<file path="src/rtl/rgp_pkg.sv">
`timescale 1ns / 1ps
`default_nettype none
package rgp_pkg;
    localparam int DEFAULT_MAX_DIM = 4096;
    localparam int DIM_W = 13;
    localparam int COORD_W = 12;
    localparam int GRAY_W = 8;
    localparam int QUOT_W = 33;
    localparam int RAD_W = 34;
    localparam int ROOT_W = 17;
    localparam int SREM_W = 20;
    localparam logic [DIM_W-1:0] WIDTH_RESET = 13'd640;
    localparam logic [DIM_W-1:0] HEIGHT_RESET = 13'd480;
    localparam logic REG_WIDTH = 1'b0;
    localparam logic REG_HEIGHT = 1'b1;

    localparam logic [1:0] KIND_CALC = 2'd0;
    localparam logic [1:0] KIND_ZERO = 2'd1;
    localparam logic [1:0] KIND_FULL = 2'd2;

    typedef struct packed {
        logic       valid;
        logic [1:0] kind;
    } ctl_t;
endpackage
`default_nettype wire

</file>
<file path="src/rtl/rgp_div_cell.sv">
`timescale 1ns / 1ps
`default_nettype none
module rgp_div_cell #(
    parameter int MW = 25,
    parameter bit FIRST = 1'b0
) (
    input  wire logic                        clk,
    input  wire logic                        rst_n,
    input  wire logic                        en,
    input  wire rgp_pkg::ctl_t               ctl_in,
    input  wire logic [MW-1:0]               m2_in,
    input  wire logic [MW-1:0]               rem_in,
    input  wire logic [rgp_pkg::QUOT_W-1:0]  q_in,
    output rgp_pkg::ctl_t                    ctl_reg,
    output logic [MW-1:0]                    m2_reg,
    output logic [MW-1:0]                    rem_reg,
    output logic [rgp_pkg::QUOT_W-1:0]       q_reg
);
    logic [MW:0] trial;
    logic [MW:0] diff;
    logic        take;

    always_comb
    begin
        trial = FIRST ? {1'b0, rem_in} : {rem_in, 1'b0};
        take  = trial >= {1'b0, m2_in};
        diff  = trial - {1'b0, m2_in};
    end

    always_ff @(posedge clk or negedge rst_n)
    begin
        if (!rst_n)
        begin
            ctl_reg <= '0;
        end
        else if (en)
        begin
            ctl_reg <= ctl_in;
        end
    end

    always_ff @(posedge clk)
    begin
        if (en)
        begin
            m2_reg  <= m2_in;
            rem_reg <= take ? diff[MW-1:0] : trial[MW-1:0];
            q_reg   <= {q_in[rgp_pkg::QUOT_W-2:0], take};
        end
    end
endmodule
`default_nettype wire

</file>
<file path="config.mk">
export PLATFORM = sky130hd
export DESIGN_NAME = rgp_div_cell
export DESIGN_NICKNAME = d
export VERILOG_FILES = /design/src/rtl/rgp_pkg.sv /design/src/rtl/rgp_div_cell.sv
export SDC_FILE = /design/constraint.sdc
export NUM_CORES = 1
export LEC_CHECK = 0
export ABC_CLOCK_PERIOD_IN_PS = 970
export BUFFER_PORTS_ARGS = -buffer_cell sky130_fd_sc_hd__clkbuf_2
export CAP_MARGIN = 20
export CELL_PAD_IN_SITES_DETAIL_PLACEMENT = 1
export CELL_PAD_IN_SITES_GLOBAL_PLACEMENT = 1
export CORE_MARGIN = 2
export CORE_UTILIZATION = 38
export DETAILED_ROUTE_END_ITERATION = 16
export PLACE_DENSITY_LB_ADDON = 0.2
export SYNTH_ARGS = -nofsm -noshare
export SYNTH_HDL_FRONTEND = slang
export SYNTH_SLANG_ARGS = --single-unit
</file>
<file path="constraint.sdc">
create_clock -name clk -period 0.97 [get_ports clk]
set_input_delay 0.097 -clock clk [delete_from_list [all_inputs] [get_ports clk]]
set_output_delay 0.097 -clock clk [all_outputs]
set_load 0.005 [all_outputs]
</file>
# --- Word level (Yosys, flattened, before mapping) ---
# Cells that the tools add are included.
totals:
  register_bits: 86
  out_inout_bits: 86
  rom_bits: 0
  latch_bits: 0
  in_bits: 89
  memories: 0
  ramBits: 0
classes:
  n_shift: 0
  eq_ne: 0
  n_div: 0
  n_addsub: 1
  bitwise: 0
  order_cmp: 1
  reduce_logical: 0
  mux: 1
  n_mul: 0
op_table:
  columns: ["cell", "count"]
  rows:
  - ["26-bit by 25-bit >= comparator with 1-bit output", 1]
  - ["25-bit 2-to-1 mux", 1]
  - ["25-bit subtractor", 1]

# --- Logic depth before layout (Yosys ltp) ---
depth:
  depth_word: 2
  ltp_mapped: 11

# --- Least setup slack after synthesis ---
# OpenSTA, ideal clock, no wires.
synth_path:
  path_kind: "input to register"
  start: "input m2_in[7]"
  end: "register rem_reg[10] (data pin)"
  setup_time_ns: 0.260
  path_slack_ns: -1.540
  stages: 11
  n_path_buf: 2
  arrival_time_ns: 2.250
  cell_sequence: "inv_1 ha_1 buf_6 a211oi_2 o211ai_1 and2_4 o41a_4 a21oi_4 inv_2 buf_6 mux2_4"
synth_between:
  elab_chain_cells: 2
synth_rtl:
  columns: ["element", "line_no", "rtl"]
  rows:
  - ["start, declared", "rgp_div_cell.sv:11", "input wire logic [MW-1:0] m2_in,"]
  - ["25-bit subtractor / 26-bit by 25-bit >= comparator with 1-bit output (equally long branches)", "rgp_div_cell.sv:27, rgp_div_cell.sv:26", null]
  - ["25-bit 2-to-1 mux (*)", "rgp_div_cell.sv:47", "rem_reg <= take ? diff[MW-1:0] : trial[MW-1:0];"]
  - ["end signal, assigned", "rgp_div_cell.sv:47", null]
  - ["end, declared", "rgp_div_cell.sv:16", "output logic [MW-1:0] rem_reg,"]
# Every way passes the cells marked *; elsewhere a longest branch is shown, timed or not.
# A chain may end at the register's enable or synchronous reset.

# --- Worst setup path after layout ---
layout_path:
  start: "input m2_in[1]"
  end: "register rem_reg[18] (data pin)"
# The elaborated chain is that of the path after synthesis.

==> impl_metrics.py <==
metrics = {
    "run_status": {
        "run_status": "finished, violations left",
        "violations": "setup timing",
    },
    "global_route": {
        "grtUsageTotal": 0.310,
        "grt_pass1_vias": 5280,
        "grt_first_pass_wirelength_um": 30700,
        "grt_start_max_net_pins": 28,
        "antenna_found_initial": 0,
        "gr-total-overflow": 0,
    },
    "route": {
        "vias": 5242,
        "drt_iter0_markers": 475,
        "drtPass1Iterations": 4,
        "detail_route.wl_per_cell_um": 26.5,
        "routed_wl_um": 24300,
        "drtAntennaViolNets": 0,
        "drc": 0,
        "via_per_inst": 5.70,
    },
    "finish": {
        "layout-drive-gt1-share": 0.535,
        "utilization": 0.671,
        "largest_register_ffs": 33,
        "area_growth_pct": 70.8,
        "nets": 860,
    },
    "sta": {
        "tightest_slew_ns": 0.571,
        "grt_setup_unrepaired": "yes",
        "hold_viol_final": 0,
        "slew_violations": 0,
        "setup_viol": 69,
        "finalClockSkew_ns": 0,
        "fin_ws_ns": -1.39,
        "post-route-period-util": 2.44,
        "fin_crit_ns": 2.36,
        "slew-limit-headroom": 0.615,
        "fmax_mhz": 423,
    },
    "floorplan": {
        "die_w_um": 116,
        "die_y_um": 116,
        "num_rows": 40,
        "dieArea_sq_um": 13400,
        "io_pins": 175,
        "start_util": 0.393,
        "core-area_sq_um": 12100,
    },
    "clock_network": {
        "htree_levels": 3,
        "cts.clk_slew.worst_paths_ns": 0.08,
        "clkSinkCount": 86,
        "cts_tree": "built",
        "insertion_delay_ns": 0.36,
        "tritoncts.num_buffers": 9,
        "root_buffer": "clkbuf_16",
        "cts_buffer_depth": 2,
    },
    "power_and_ir_drop": {
        "p_per_area_nw_per_um2": 1520,
        "power_leakage_nw": 3.63,
        "power.total_mw": 12.4,
        "ir_worst_vdd_mv": 1.37,
    },
    "synthesis": {
        "ys_warn_count": 0,
        "synth_top_flop_cell": "edfxtp_1",
        "synth_top_area_frac": 0.524,
        "netlist_area_sq_um": 4760,
        "synth.most_common_cell": "edfxtp_1",
        "synth_edf_count": 83,
        "yosys.cell_types.count": 59,
        "synth.yosys.seq_area_share": 0.539,
        "synth_top_area_cell": "edfxtp_1",
        "yosys_register_bits": 86,
        "synth.avg_cell_area_sq_um": 12.3,
        "synthTopCellsByArea": "edfxtp_1 (52%), ha_1 (6.6%), mux2_4 (4.1%)",
        "synth_commonest_cells": "edfxtp_1 (83), inv_1 (29), a21oi_1 (25), ha_1 (25), nand2_1 (18)",
        "async_flop_share": 0.0349,
        "syn_nets": 503,
        "syn_inst": 388,
    },
    "placement": {
        "place_hpwl_um": 12600,
        "io_buffers": 173,
        "dp_slack_ns": -1.62,
        "gp_congestion": 0.835,
    },
    "worst_hold_path": {
        "hold_depth": 1,
        "hp-start": "m2_in[22]",
        "hold_end": "m2_reg[22]$_DFFE_PP_",
        "hp-class": "input port to flip-flop",
    },
    "worst_setup_path": {
        "arrival_ns": 2.48,
        "r2r_end": "ctl_reg[2]$_DFFE_PN0P_",
        "worstPathMaxFanout": 5,
        "cp_cell_sequence": "clkbuf_2 -> inv_1 -> ha_1 -> ha_1 -> nand2_1 -> nor4_1 -> buf_4 -> a311oi_4 -> o21ai_2 -> a21oi_4 -> clkinv_4 -> buf_12 -> mux2_4",
        "path_delay_family": "compound AO/OA/AOI/OAI gates",
        "r2r-start": "ctl_reg[2]$_DFFE_PN0P_",
        "max_stage_delay_ns": 0.38,
        "critPathLaunchType": "input port",
        "cp.required_ns": 1.09,
        "critical_path_class": "input port to flip-flop",
        "path_common_cell": "ha_1",
        "endpoint_kind": "flip-flop",
        "rrSetupSlack_ns": 0.17,
        "crit_path_top_delay_cell": "a311oi_4",
        "crit_buf_inv": 5,
        "r2r_cells": 1,
    },
    "job": {
        "maxCapViolations": 0,
    },
}
[metrics by stage]
step / TNS, ns / hold WS (ns) / std cells / area, sq um
global route: -38.77 / 0.0152 / 918 / 8130
detailed placement: -39.29 / -0.101 / 835 / 6850
finish: -36.22 / 0.00288 / 919 / 8130
CTS: -28.82 / 0.0153 / 915 / 7890
global placement: -38.43 / -0.106 / 835 / 6850
floorplan: -33.59 / -0.199 / 388 / 4940
[metal layers]
metal	share of wire	vias to the layer above	wire length (um)	track usage
met5	0	-	0	0
met4	0.058	0	1410	0.138
met3	0.075	103	1830	0.0727
met2	0.49	335	11800	0.545
met1	0.38	2604	9240	0.361
li1	-	2200	-	-
[power by group]
| group | total, mW | leakage, nW | switching [mW] | internal, mW |
|---|---|---|---|---|
| Combinational | 3.87 | 2.64 | 1.93 | 1.94 |
| Sequential | 4.71 | 0.847 | 0.175 | 4.54 |
| Clock | 3.79 | 0.145 | 1.76 | 2.03 |
[area by class of cell]
cell class | count | area (sq um)
Sequential cell | 86 | 2570
Multi-Input combinational cell | 252 | 2330
Antenna cell | 1 | 2.50
Clock buffer | 9 | 225
Timing Repair Buffer | 366 | 2580
Inverter | 30 | 138
Tap cell | 168 | 210
Fill cell | 1293 | 3980
Clock inverter | 7 | 83.8
[worst max-delay path by stage]
| stage | cells past startpoint | start | slack [ns] | to |
|---|---|---|---|---|
| 2_1_floorplan | 10 | rem_in[6] | -1.43 | rem_reg[10]$_DFFE_PP_ |
| 3_3_place_gp | 11 | m2_in[7] | -1.57 | rem_reg[12]$_DFFE_PP_ |
| 3_5_place_dp | 11 | m2_in[11] | -1.62 | rem_reg[12]$_DFFE_PP_ |
| 4_1_cts | 10 | rem_in[6] | -1.17 | rem_reg[12]$_DFFE_PP_ |
| 5_1_grt | 13 | m2_in[1] | -1.46 | rem_reg[12]$_DFFE_PP_ |
| 6_report | 13 | m2_in[1] | -1.39 | rem_reg[18]$_DFFE_PP_ |
[kinds of logic after synthesis]
| group | Yosys count | share of synthesized area |
|---|---|---|
| buffers and inverters | 50 | 0.0481 |
| flip-flops | 86 | 0.539 |
| AND/OR/NAND/NOR | 80 | 0.0912 |
| XOR/XNOR | 16 | 0.0294 |
| AO/OA/AOI/OAI | 110 | 0.165 |
| adder cells (fa/ha/maj) | 26 | 0.0699 |
| multiplexers | 20 | 0.0573 |
[repair_timing]
action,4_1_cts,5_1_grt
gates cloned,0,1
setup endpoints to repair,33,102
pin swaps,6,8
resized for setup,19,39
buffers inserted,6,3
hold buffers,58,0
hold endpoints to repair,60,0
[placed cells by master, fill, tap and decap left out, drive strengths merged, types with 3 or more instances in the layout]
cell type    instances
mux2                19
dfrtp                3
clkinv               4
xnor2                8
xor2                 8
clkbuf             178
nand3                9
a21boi               3
ha                  25
or4                  3
and4                 3
buf                139
inv                 30
o21ai               13
o21a                10
dlygate4sd3         58
a211oi               9
a21oi               27
nand2               18
o211ai               9
a21o                 9
nand4                6
nor2                15
nand2b               7
edfxtp              83
nor4                 3
or3                  5
o311ai               3
nor3                 5
a31oi                7
Power figures use the tool's default switching activity.
