## src/rtl/rgp_pkg.sv

```systemverilog
`timescale 1ns / 1ps
`default_nettype none
package rgp_pkg;
    localparam int DEFAULT_MAX_DIM = 4096;
    localparam int DIM_W = 13;
    localparam int COORD_W = 12;
    localparam int GRAY_W = 8;
    localparam int QUOT_W = 33;
    localparam int RAD_W = 34;
    localparam int ROOT_W = 17;
    localparam int SREM_W = 20;
    localparam logic [DIM_W-1:0] WIDTH_RESET = 13'd640;
    localparam logic [DIM_W-1:0] HEIGHT_RESET = 13'd480;
    localparam logic REG_WIDTH = 1'b0;
    localparam logic REG_HEIGHT = 1'b1;

    localparam logic [1:0] KIND_CALC = 2'd0;
    localparam logic [1:0] KIND_ZERO = 2'd1;
    localparam logic [1:0] KIND_FULL = 2'd2;

    typedef struct packed {
        logic       valid;
        logic [1:0] kind;
    } ctl_t;
endpackage
`default_nettype wire

```

## src/rtl/rgp_sqrt_cell.sv

```systemverilog
`timescale 1ns / 1ps
`default_nettype none
module rgp_sqrt_cell (
    input  wire logic                        clk,
    input  wire logic                        rst_n,
    input  wire logic                        en,
    input  wire rgp_pkg::ctl_t               ctl_in,
    input  wire logic [rgp_pkg::RAD_W-1:0]   rad_in,
    input  wire logic [rgp_pkg::SREM_W-1:0]  rem_in,
    input  wire logic [rgp_pkg::ROOT_W-1:0]  root_in,
    output rgp_pkg::ctl_t                    ctl_reg,
    output logic [rgp_pkg::RAD_W-1:0]        rad_reg,
    output logic [rgp_pkg::SREM_W-1:0]       rem_reg,
    output logic [rgp_pkg::ROOT_W-1:0]       root_reg
);
    localparam int CW = rgp_pkg::SREM_W + 2;
    logic [CW-1:0] cur;
    logic [CW-1:0] trial;
    logic [CW-1:0] diff;
    logic          take;

    always_comb
    begin
        cur   = {rem_in, rad_in[rgp_pkg::RAD_W-1 -: 2]};
        trial = CW'({root_in, 2'b01});
        take  = cur >= trial;
        diff  = cur - trial;
    end

    always_ff @(posedge clk or negedge rst_n)
    begin
        if (!rst_n)
        begin
            ctl_reg <= '0;
        end
        else if (en)
        begin
            ctl_reg <= ctl_in;
        end
    end

    // remainder stays below 2*root + 1, so the top bits drop safely
    always_ff @(posedge clk)
    begin
        if (en)
        begin
            rad_reg  <= {rad_in[rgp_pkg::RAD_W-3:0], 2'b00};
            rem_reg  <= take ? diff[rgp_pkg::SREM_W-1:0] : cur[rgp_pkg::SREM_W-1:0];
            root_reg <= {root_in[rgp_pkg::ROOT_W-2:0], take};
        end
    end
endmodule
`default_nettype wire

```

## config.mk

```make
export PLATFORM = sky130hd
export DESIGN_NAME = rgp_sqrt_cell
export DESIGN_NICKNAME = d
export VERILOG_FILES = /design/src/rtl/rgp_pkg.sv /design/src/rtl/rgp_sqrt_cell.sv
export SDC_FILE = /design/constraint.sdc
export NUM_CORES = 1
export LEC_CHECK = 0
export BUFFER_PORTS_ARGS = -buffer_cell sky130_fd_sc_hd__buf_4
export CORE_MARGIN = 1.5
export CORE_UTILIZATION = 40
export DETAILED_ROUTE_END_ITERATION = 12
export HOLD_SLACK_MARGIN = 0.03
export PLACE_DENSITY = 0.75
export SLEW_MARGIN = 30
export SYNTH_ARGS = -nofsm -noshare
export SYNTH_HDL_FRONTEND = slang
export SYNTH_SLANG_ARGS = --single-unit
```

## constraint.sdc

```tcl
create_clock -name clk -period 2.07 [get_ports clk]
set_clock_uncertainty 0.2 [all_clocks]
set_input_delay 0.414 -clock clk [delete_from_list [all_inputs] [get_ports clk]]
set_output_delay 0.414 -clock clk [all_outputs]
set_load 0.01 [all_outputs]
```

; After elaboration in Yosys (flattened, before gate mapping)
; Cells that the tools add are included.
[totals]
in_bits = 77
out_inout_bits = 74
reg_bits = 72
[op_classes]
mux = 1
addsub = 1
magnitude_cmp = 1
[ops]
columns = op, n
row1 = >= comparator 22 x 19 -> 1 bit, 1
row2 = 2-to-1 mux 20 bit, 1
row3 = subtractor 20 x 19 -> 20 bit, 1

; Longest topological paths before layout
; Gate-level depths: netlist of the first run.
[logic_depth]
word_depth = 2
depth_mapped = 11
mapped_depth_nobuf = 9

; Worst setup path after synthesis of the first run
; OpenSTA, ideal clock, no wires.
[synth_path]
kind = input-to-reg
start = input root_in[13] (netlist bit)
end = register rem_reg[10] (netlist bit), data pin
slack_ns = -0.665
t_arrival_ns = 2.274
n_path_buf = 1
cell_stages = 10
setup_ns = 0.260
required_ns = 1.610
path_cell_list = inv_1 ha_1 and4_4 and3_4 nand2_1 a211o_1 and2_4 inv_8 buf_12 mux2_4
[synth_between]
elab_chain_cells = 2
[synth_rtl]
columns = item, line
row1 = "start, declared", rgp_sqrt_cell.sv:10  ; input wire logic [rgp_pkg::ROOT_W-1:0] root_in,
row2 = >= comparator 22 x 19 -> 1 bit, rgp_sqrt_cell.sv:26  ; take = cur >= trial;
row3 = net take, rgp_sqrt_cell.sv:20  ; logic take;
row4 = 2-to-1 mux 20 bit, rgp_sqrt_cell.sv:48  ; rem_reg <= take ? diff[rgp_pkg::SREM_W-1:0] : cur[rgp_pkg::SREM_W-1:0];
row5 = "end signal, assigned", rgp_sqrt_cell.sv:48
row6 = "end, declared", rgp_sqrt_cell.sv:13  ; output logic [rgp_pkg::SREM_W-1:0] rem_reg,
; The timed path passes the listed nets, and every way through them passes these cells.
; A chain may end at the register's enable or synchronous reset.

; Worst setup path after layout of the first run
[layout_path]
start = input root_in[11] (netlist bit)
end = register rem_reg[14] (netlist bit), data pin
[layout_between]
elab_chain_cells = 2
[layout_rtl]
columns = item, line
row1 = subtractor 20 x 19 -> 20 bit or >= comparator 22 x 19 -> 1 bit (tied branches), "rgp_sqrt_cell.sv:27, rgp_sqrt_cell.sv:26"
row2 = 2-to-1 mux 20 bit (*), rgp_sqrt_cell.sv:48
; Every way passes the cells marked *; elsewhere a longest branch is shown, timed or not.

==> summary.txt, run 1 <==
Placement
  • Placed Area: 5500 sq um
  • DPL Wire Length: 7040 microns
  • GP Congestion: 0.814
  • Setup WS pre-CTS: -0.668 ns
  • IO Port Bufs: 148
  • Dpl cells: 580

CTS
  • CTS Buffer Depth: 2
  • Worst-Skew Late Latency: 0.34 ns
  • Root Buffer: clkbuf_8
  • CTS Buf Count: 9
  • Clk sinks: 72
  • TritonCTS clock tree: built
  • Clock transition at the registers of the reported paths: 0.07 ns
  • Level count of the clock H-tree: 3

Timing
  • Minimum clock period: 2.31 ns
  • Setup tns final: -3.94 ns
  • Worst setup margin: -0.241 ns
  • Hold Slack: 0.0475 ns
  • RSZ-0062 raised after global routing: true
  • Final setup violation count: 19
  • Final period util: 112%
  • Max Clock Freq: 0.433 GHz
  • Max Transition Viols Final: 0
  • Final hold vios: 0

Floorplan
  • Initial Util: 41.4%
  • Row count: 34
  • I/O pins: 151
  • Die width: 98.0 microns
  • Core area: 8720 sq um
  • Die area: 9610 sq um
  • Die height: 98.0 microns

Finish
  • Area of the multi-input gates: 1720 sq um
  • Final core occ: 72.4%
  • Diode count: 0
  • FILL cells: 533
  • Most frequent cells in the layout: buf_4 (204), edfxtp_1 (69), dlygate4sd3_1 (24), ha_4 (15), mux2_4 (14)
  • Largest register FFs: 32
  • Share of cells above drive strength 1: 60.8%
  • Design area: 6320 sq um
  • Most common cell after layout, fill and taps aside: buf_4
  • Post-Layout Cell Count: 633
  • Nets: 616
  • Layout overhead on the synthesized area: 74.9%
  • Seq. cell area: 2150 sq um

Power and ir drop
  • Worst vdd ir: 0.000382 V
  • Pwr Total: 4.20 mW
  • PD cells: 665 nW/um^2
  • LEAKAGE: 2.78 nW

Routing
  • Vias: 3,221
  • Post-route ant nets: 0
  • Drt total wl: 10,500 microns
  • DR pass1 iterations: 5
  • # DRC: 0
  • Initial DRC count: 89
  • Vias per inst: 5.09
  • Routed len/inst: 16.6 microns

Synthesis
  • Warnings from Yosys: 0
  • Syn Inst Count: 268
  • Post-Syn Area per Cell: 13.5 sq um
  • Synth area leader: edfxtp_1
  • Post-synth cell types: 54
  • Post-synth EDFFs: 69
  • Top cells by area, synth: edfxtp_1 (57%), ha_1 (6.6%), mux2_4 (3.3%)
  • Primary FF master, synth: edfxtp_1
  • Post-synth design cell area: 3610 sq um
  • Async S/R FF share, synth: 4.17%
  • Flop and latch count out of synthesis: 72
  • Yosys top cell area share: 57.4%
  • Seq/Total Area, Yosys: 59.5%

Setup path
  • RR Startpoint: ctl_reg[0]$_DFFE_PN0P_
  • Setup crit start: root_in[11]
  • Crit path DAT: 2.21 ns
  • CP max FO: 8
  • Worst setup path class: in2reg
  • Worst Path Required: 1.97 ns
  • Startpoint types: primary input
  • Critical Path End Type: register

GRT
  • Vias in the first global route: 3,259
  • Global-route wire length before repair: 16,100 microns
  • Initial antenna violation count: 0
  • GRT overflow: 0
  • Total GRT Usage: 21.3%
  • Largest net degree at the start of global routing: 49

Worst hold path
  • Hold Crit Start: rad_in[30]
  • Min-delay worst type: in2reg

Status
  • Failing checks: setup timing
  • Status: complete, but fails checks

Flow run
  • Max capacitance violation total: 0
==> cell usage after synthesis (2+ instances only) <==
library cell / number
buf_4: 3
nor3_1: 7
dfrtp_1: 3
o211ai_1: 2
mux2_2: 9
mux2_4: 8
edfxtp_1: 69
a21o_1: 4
and3_4: 3
a31oi_1: 3
o21ai_0: 11
nand3_1: 4
nor2_1: 11
o31ai_1: 3
xnor2_1: 7
o21a_1: 4
a21oi_1: 17
nand2b_1: 3
a221oi_1: 2
xor2_1: 8
ha_1: 19
o21bai_1: 2
inv_1: 22
nand2_1: 14
==> report_power, final <==
part	internal, mW	total [mW]	switching, mW
sequential	1.78	1.82	0.0478
clock	0.551	1.10	0.548
combinational	0.739	1.28	0.536
==> kinds of logic (layout without fill, tap and decap cells) <==
logic type      after synthesis  in the layout  share of synthesized area (%)
simple gates                 54             54                           8.21
flops                        72             72                           59.5
mux                          18             18                           6.41
xor+xnor                     15             15                           3.64
buf+inv                      29            285                           4.23
other cells                   1              2                          0.104
compound gates               60             60                           11.4
fa+ha+maj                    19             19                           6.58
==> final cells by class <==
type	instances	area share, %
Inverter	23	1.96
Timing Repair Buffer	245	31.5
Timing Repair inverter	1	0.258
Sequential cell	72	34.0
Tap cell	108	2.14
Clock buffer	10	2.02
Multi-Input combinational cell	168	27.2
Clock inverter	6	0.951
==> layer usage <==
metal / vias to the layer above / wire length (microns) / track usage [%]
met4: 0 / 246 / 5.71
met2: 143 / 5440 / 39.0
li1: 1507 / - / -
met5: - / 0 / 0
met3: 23 / 692 / 5.94
met1: 1548 / 4110 / 24.3
==> final timing paths <==
path / depth (start not counted) / slack, ns / endpoint
min in group asynchronous: 2 / 0.19 / ctl_reg[1]$_DFFE_PN0P_
max in group asynchronous: 2 / 1.38 / ctl_reg[0]$_DFFE_PN0P_
setup / recovery: 10 / -0.24 / rem_reg[14]$_DFFE_PP_
setup reg to reg: 1 / 1.11 / ctl_reg[0]$_DFFE_PN0P_
hold / removal: 1 / 0.05 / rad_reg[32]$_DFFE_PP_
hold reg to reg: 1 / 0.31 / ctl_reg[1]$_DFFE_PN0P_
==> critical path, cell delays in order <==
cell and delay [ns]:
buf_8 0.08, inv_4 0.03, ha_4 0.27, and4_4 0.23
and3_4 0.22, nand2_2 0.06, a211o_1 0.26, and2_4 0.23
inv_12 0.10, mux2_4 0.30
==> what timing repair did <==
item | in CTS | in global routing
pin swaps | 19 | 16
resized for setup | 52 | 23
gates cloned | 1 | 0
endpoints found under the hold margin | 23 | 3
hold buffers | 21 | 3
setup endpoints to repair | 20 | 20
buffers inserted | 8 | 4
Power figures use the tool's default switching activity.
==> run 2: changes to the inputs <==
--- a/config.mk
+++ b/config.mk
@@ -9,8 +9,11 @@
 export CORE_MARGIN = 1.5
 export CORE_UTILIZATION = 40
 export DETAILED_ROUTE_END_ITERATION = 12
+export GPL_ROUTABILITY_DRIVEN = 0
 export HOLD_SLACK_MARGIN = 0.03
+export MAX_ROUTING_LAYER = met4
 export PLACE_DENSITY = 0.75
+export SKIP_CTS_REPAIR_TIMING = 1
 export SLEW_MARGIN = 30
 export SYNTH_ARGS = -nofsm -noshare
 export SYNTH_HDL_FRONTEND = slang
==> run 2 against run 1 <==
The run still ends with setup timing left. Via count shrank 4.2%. Non-clock buffer count shrank 10. Flip-flop and latch count is the same. Total power grew 2.5%. Clock power grew 15%. Die area is the same. First-iteration DRC count grew 54%. Worst setup slack gained 0.0080 ns. Wire length shrank 2.9%. Largest cell class unchanged. Combinational power shrank 5%. Largest power group unchanged.
==> summary.txt, run 2 (same netlist as run 1, synthesis figures left out) <==
Setup path
  • Reg2reg path depth: 1
  • Worst Path Required: 1.98 ns
  • Worst setup path class: in2reg
  • Crit path largest cell delay: 0.35 ns
  • CP max FO: 4
  • Crit path DAT: 2.22 ns
  • R2R Setup Slk: 1.11 ns
  • RR Startpoint: ctl_reg[2]$_DFFE_PN0P_
  • Setup crit start: rem_in[4]
  • Startpoint types: primary input
  • Worst path slowest cell: o311a_4
  • Critical Path End Type: register
  • Cell Chain, Critical Path: buf_4 > ha_1 > a21o_1 > o2111a_1 > or2_1 > o311a_4 > mux2_4

Finish
  • Share of cells above drive strength 1: 57.9%
  • Most frequent cells in the layout: buf_4 (196), edfxtp_1 (69), dlygate4sd3_1 (25)
  • Largest register FFs: 32
  • Most common cell after layout, fill and taps aside: buf_4
  • Nets: 606
  • Final core occ: 71.0%
  • Diode count: 0
  • Design area: 6200 sq um
  • Layout overhead on the synthesized area: 71.6%
  • FILL cells: 596

Timing
  • Final hold vios: 0
  • Worst setup margin: -0.233 ns
  • Max Transition Viols Final: 0
  • Final setup violation count: 19
  • RSZ-0062 raised after global routing: true
  • Final period util: 111%
  • Setup tns final: -3.49 ns
  • Max Clock Freq: 0.434 GHz
  • Minimum clock period: 2.30 ns

Placement
  • Placed Area: 5460 sq um
  • Setup WS pre-CTS: -0.640 ns
  • DPL Wire Length: 7000 microns
  • IO Port Bufs: 148

Status
  • Status: complete, but fails checks
  • Failing checks: setup timing

CTS
  • TritonCTS clock tree: built
  • Level count of the clock H-tree: 3
  • Clock transition at the registers of the reported paths: 0.09 ns
  • Root Buffer: clkbuf_8
  • Clk sinks: 72
  • CTS Buf Count: 9
  • CTS Buffer Depth: 2
  • Worst-Skew Late Latency: 0.35 ns

Power and ir drop
  • Clock power share: 29.4%
  • LEAKAGE: 2.72 nW
  • Seq pwr share: 42.3%
  • Cell-internal power: 3.17 mW
  • Worst vdd ir: 0.000300 V
  • Comb pwr share: 28.3%
  • Sw frac: 26.4%
  • PD cells: 695 nW/um^2
  • Switch Pwr: 1.14 mW

GRT
  • Total GRT Usage: 19.5%
  • Global-route wire length before repair: 14,300 microns
  • Largest net degree at the start of global routing: 48
  • GRT overflow: 0
  • Initial antenna violation count: 0
  • Vias in the first global route: 2,938

Routing
  • Vias per inst: 4.95
  • Initial DRC count: 137
  • Drt total wl: 10,200 microns
  • DR pass1 iterations: 5
  • # DRC: 0
  • Routed len/inst: 16.3 microns
  • Vias: 3,085
  • Post-route ant nets: 0

Floorplan
  • Die area: 9610 sq um
  • Core area: 8720 sq um
  • Die width: 98.0 microns
  • Row count: 34
  • I/O pins: 151
  • Die height: 98.0 microns
  • Initial Util: 41.4%

Worst hold path
  • Hold path cells: 1
  • Min-delay worst type: in2reg
  • Hold Crit Start: root_in[2]

Flow run
  • Max capacitance violation total: 0
[run 2: per-stage QoR]
step           power (mW)  instances  hold slack, ns
5_1_grt              4.47        623          0.0301
3_3_place_gp         2.91        575         0.00318
3_5_place_dp         2.94        575         0.00643
4_1_cts              4.20        591          -0.378
6_report             4.30        623          0.0379
2_1_floorplan        2.37        269         -0.0816
[run 2: power by group through the flow]
stage	clock (mW)	combinational [mW]	sequential [mW]
floorplan	0	0.445	1.93
global placement	0	1.06	1.85
detailed placement	0	1.09	1.85
CTS	1.28	1.09	1.82
global route	1.33	1.31	1.83
finish	1.26	1.22	1.82
[run 2: layer usage]
layer | wire [microns] | global-route usage, % | vias to the layer above | share of wire (%)
met5 | 0 | - | - | 0
met4 | 172 | 7.58 | 0 | 1.7
met3 | 621 | 3.79 | 20 | 6.1
met2 | 5220 | 32.4 | 129 | 51
met1 | 4170 | 23.5 | 1456 | 41
li1 | - | - | 1480 | -
[run 2: critical path, delay by kind of cell]
kind | cells | cell delay (ns)
AO/OA/AOI/OAI | 3 | 0.83
buffers and inverters | 1 | 0.11
multiplexers | 1 | 0.25
adder cells (fa/ha/maj) | 1 | 0.34
AND/OR/NAND/NOR | 1 | 0.26
[run 2: final timing paths]
kind                                                to
worst max register to register  ctl_reg[2]$_DFFE_PN0P_
max in group asynchronous       ctl_reg[2]$_DFFE_PN0P_
worst max-delay path             rem_reg[15]$_DFFE_PP_
min in group asynchronous       ctl_reg[0]$_DFFE_PN0P_
worst min register to register  ctl_reg[0]$_DFFE_PN0P_
worst min-delay path             root_reg[3]$_DFFE_PP_
[run 2: final cells by class]
| class | instances | area (sq um) | share of cell area (%) |
|---|---|---|---|
| Clock buffer | 10 | 128 | 2.06 |
| Clock inverter | 6 | 93.8 | 1.51 |
| Inverter | 23 | 126 | 2.04 |
| Multi-Input combinational cell | 168 | 1630 | 26.4 |
| Sequential cell | 72 | 2150 | 34.7 |
| Tap cell | 108 | 135 | 2.18 |
| Timing Repair Buffer | 235 | 1920 | 30.9 |
| Timing Repair inverter | 1 | 16.3 | 0.263 |
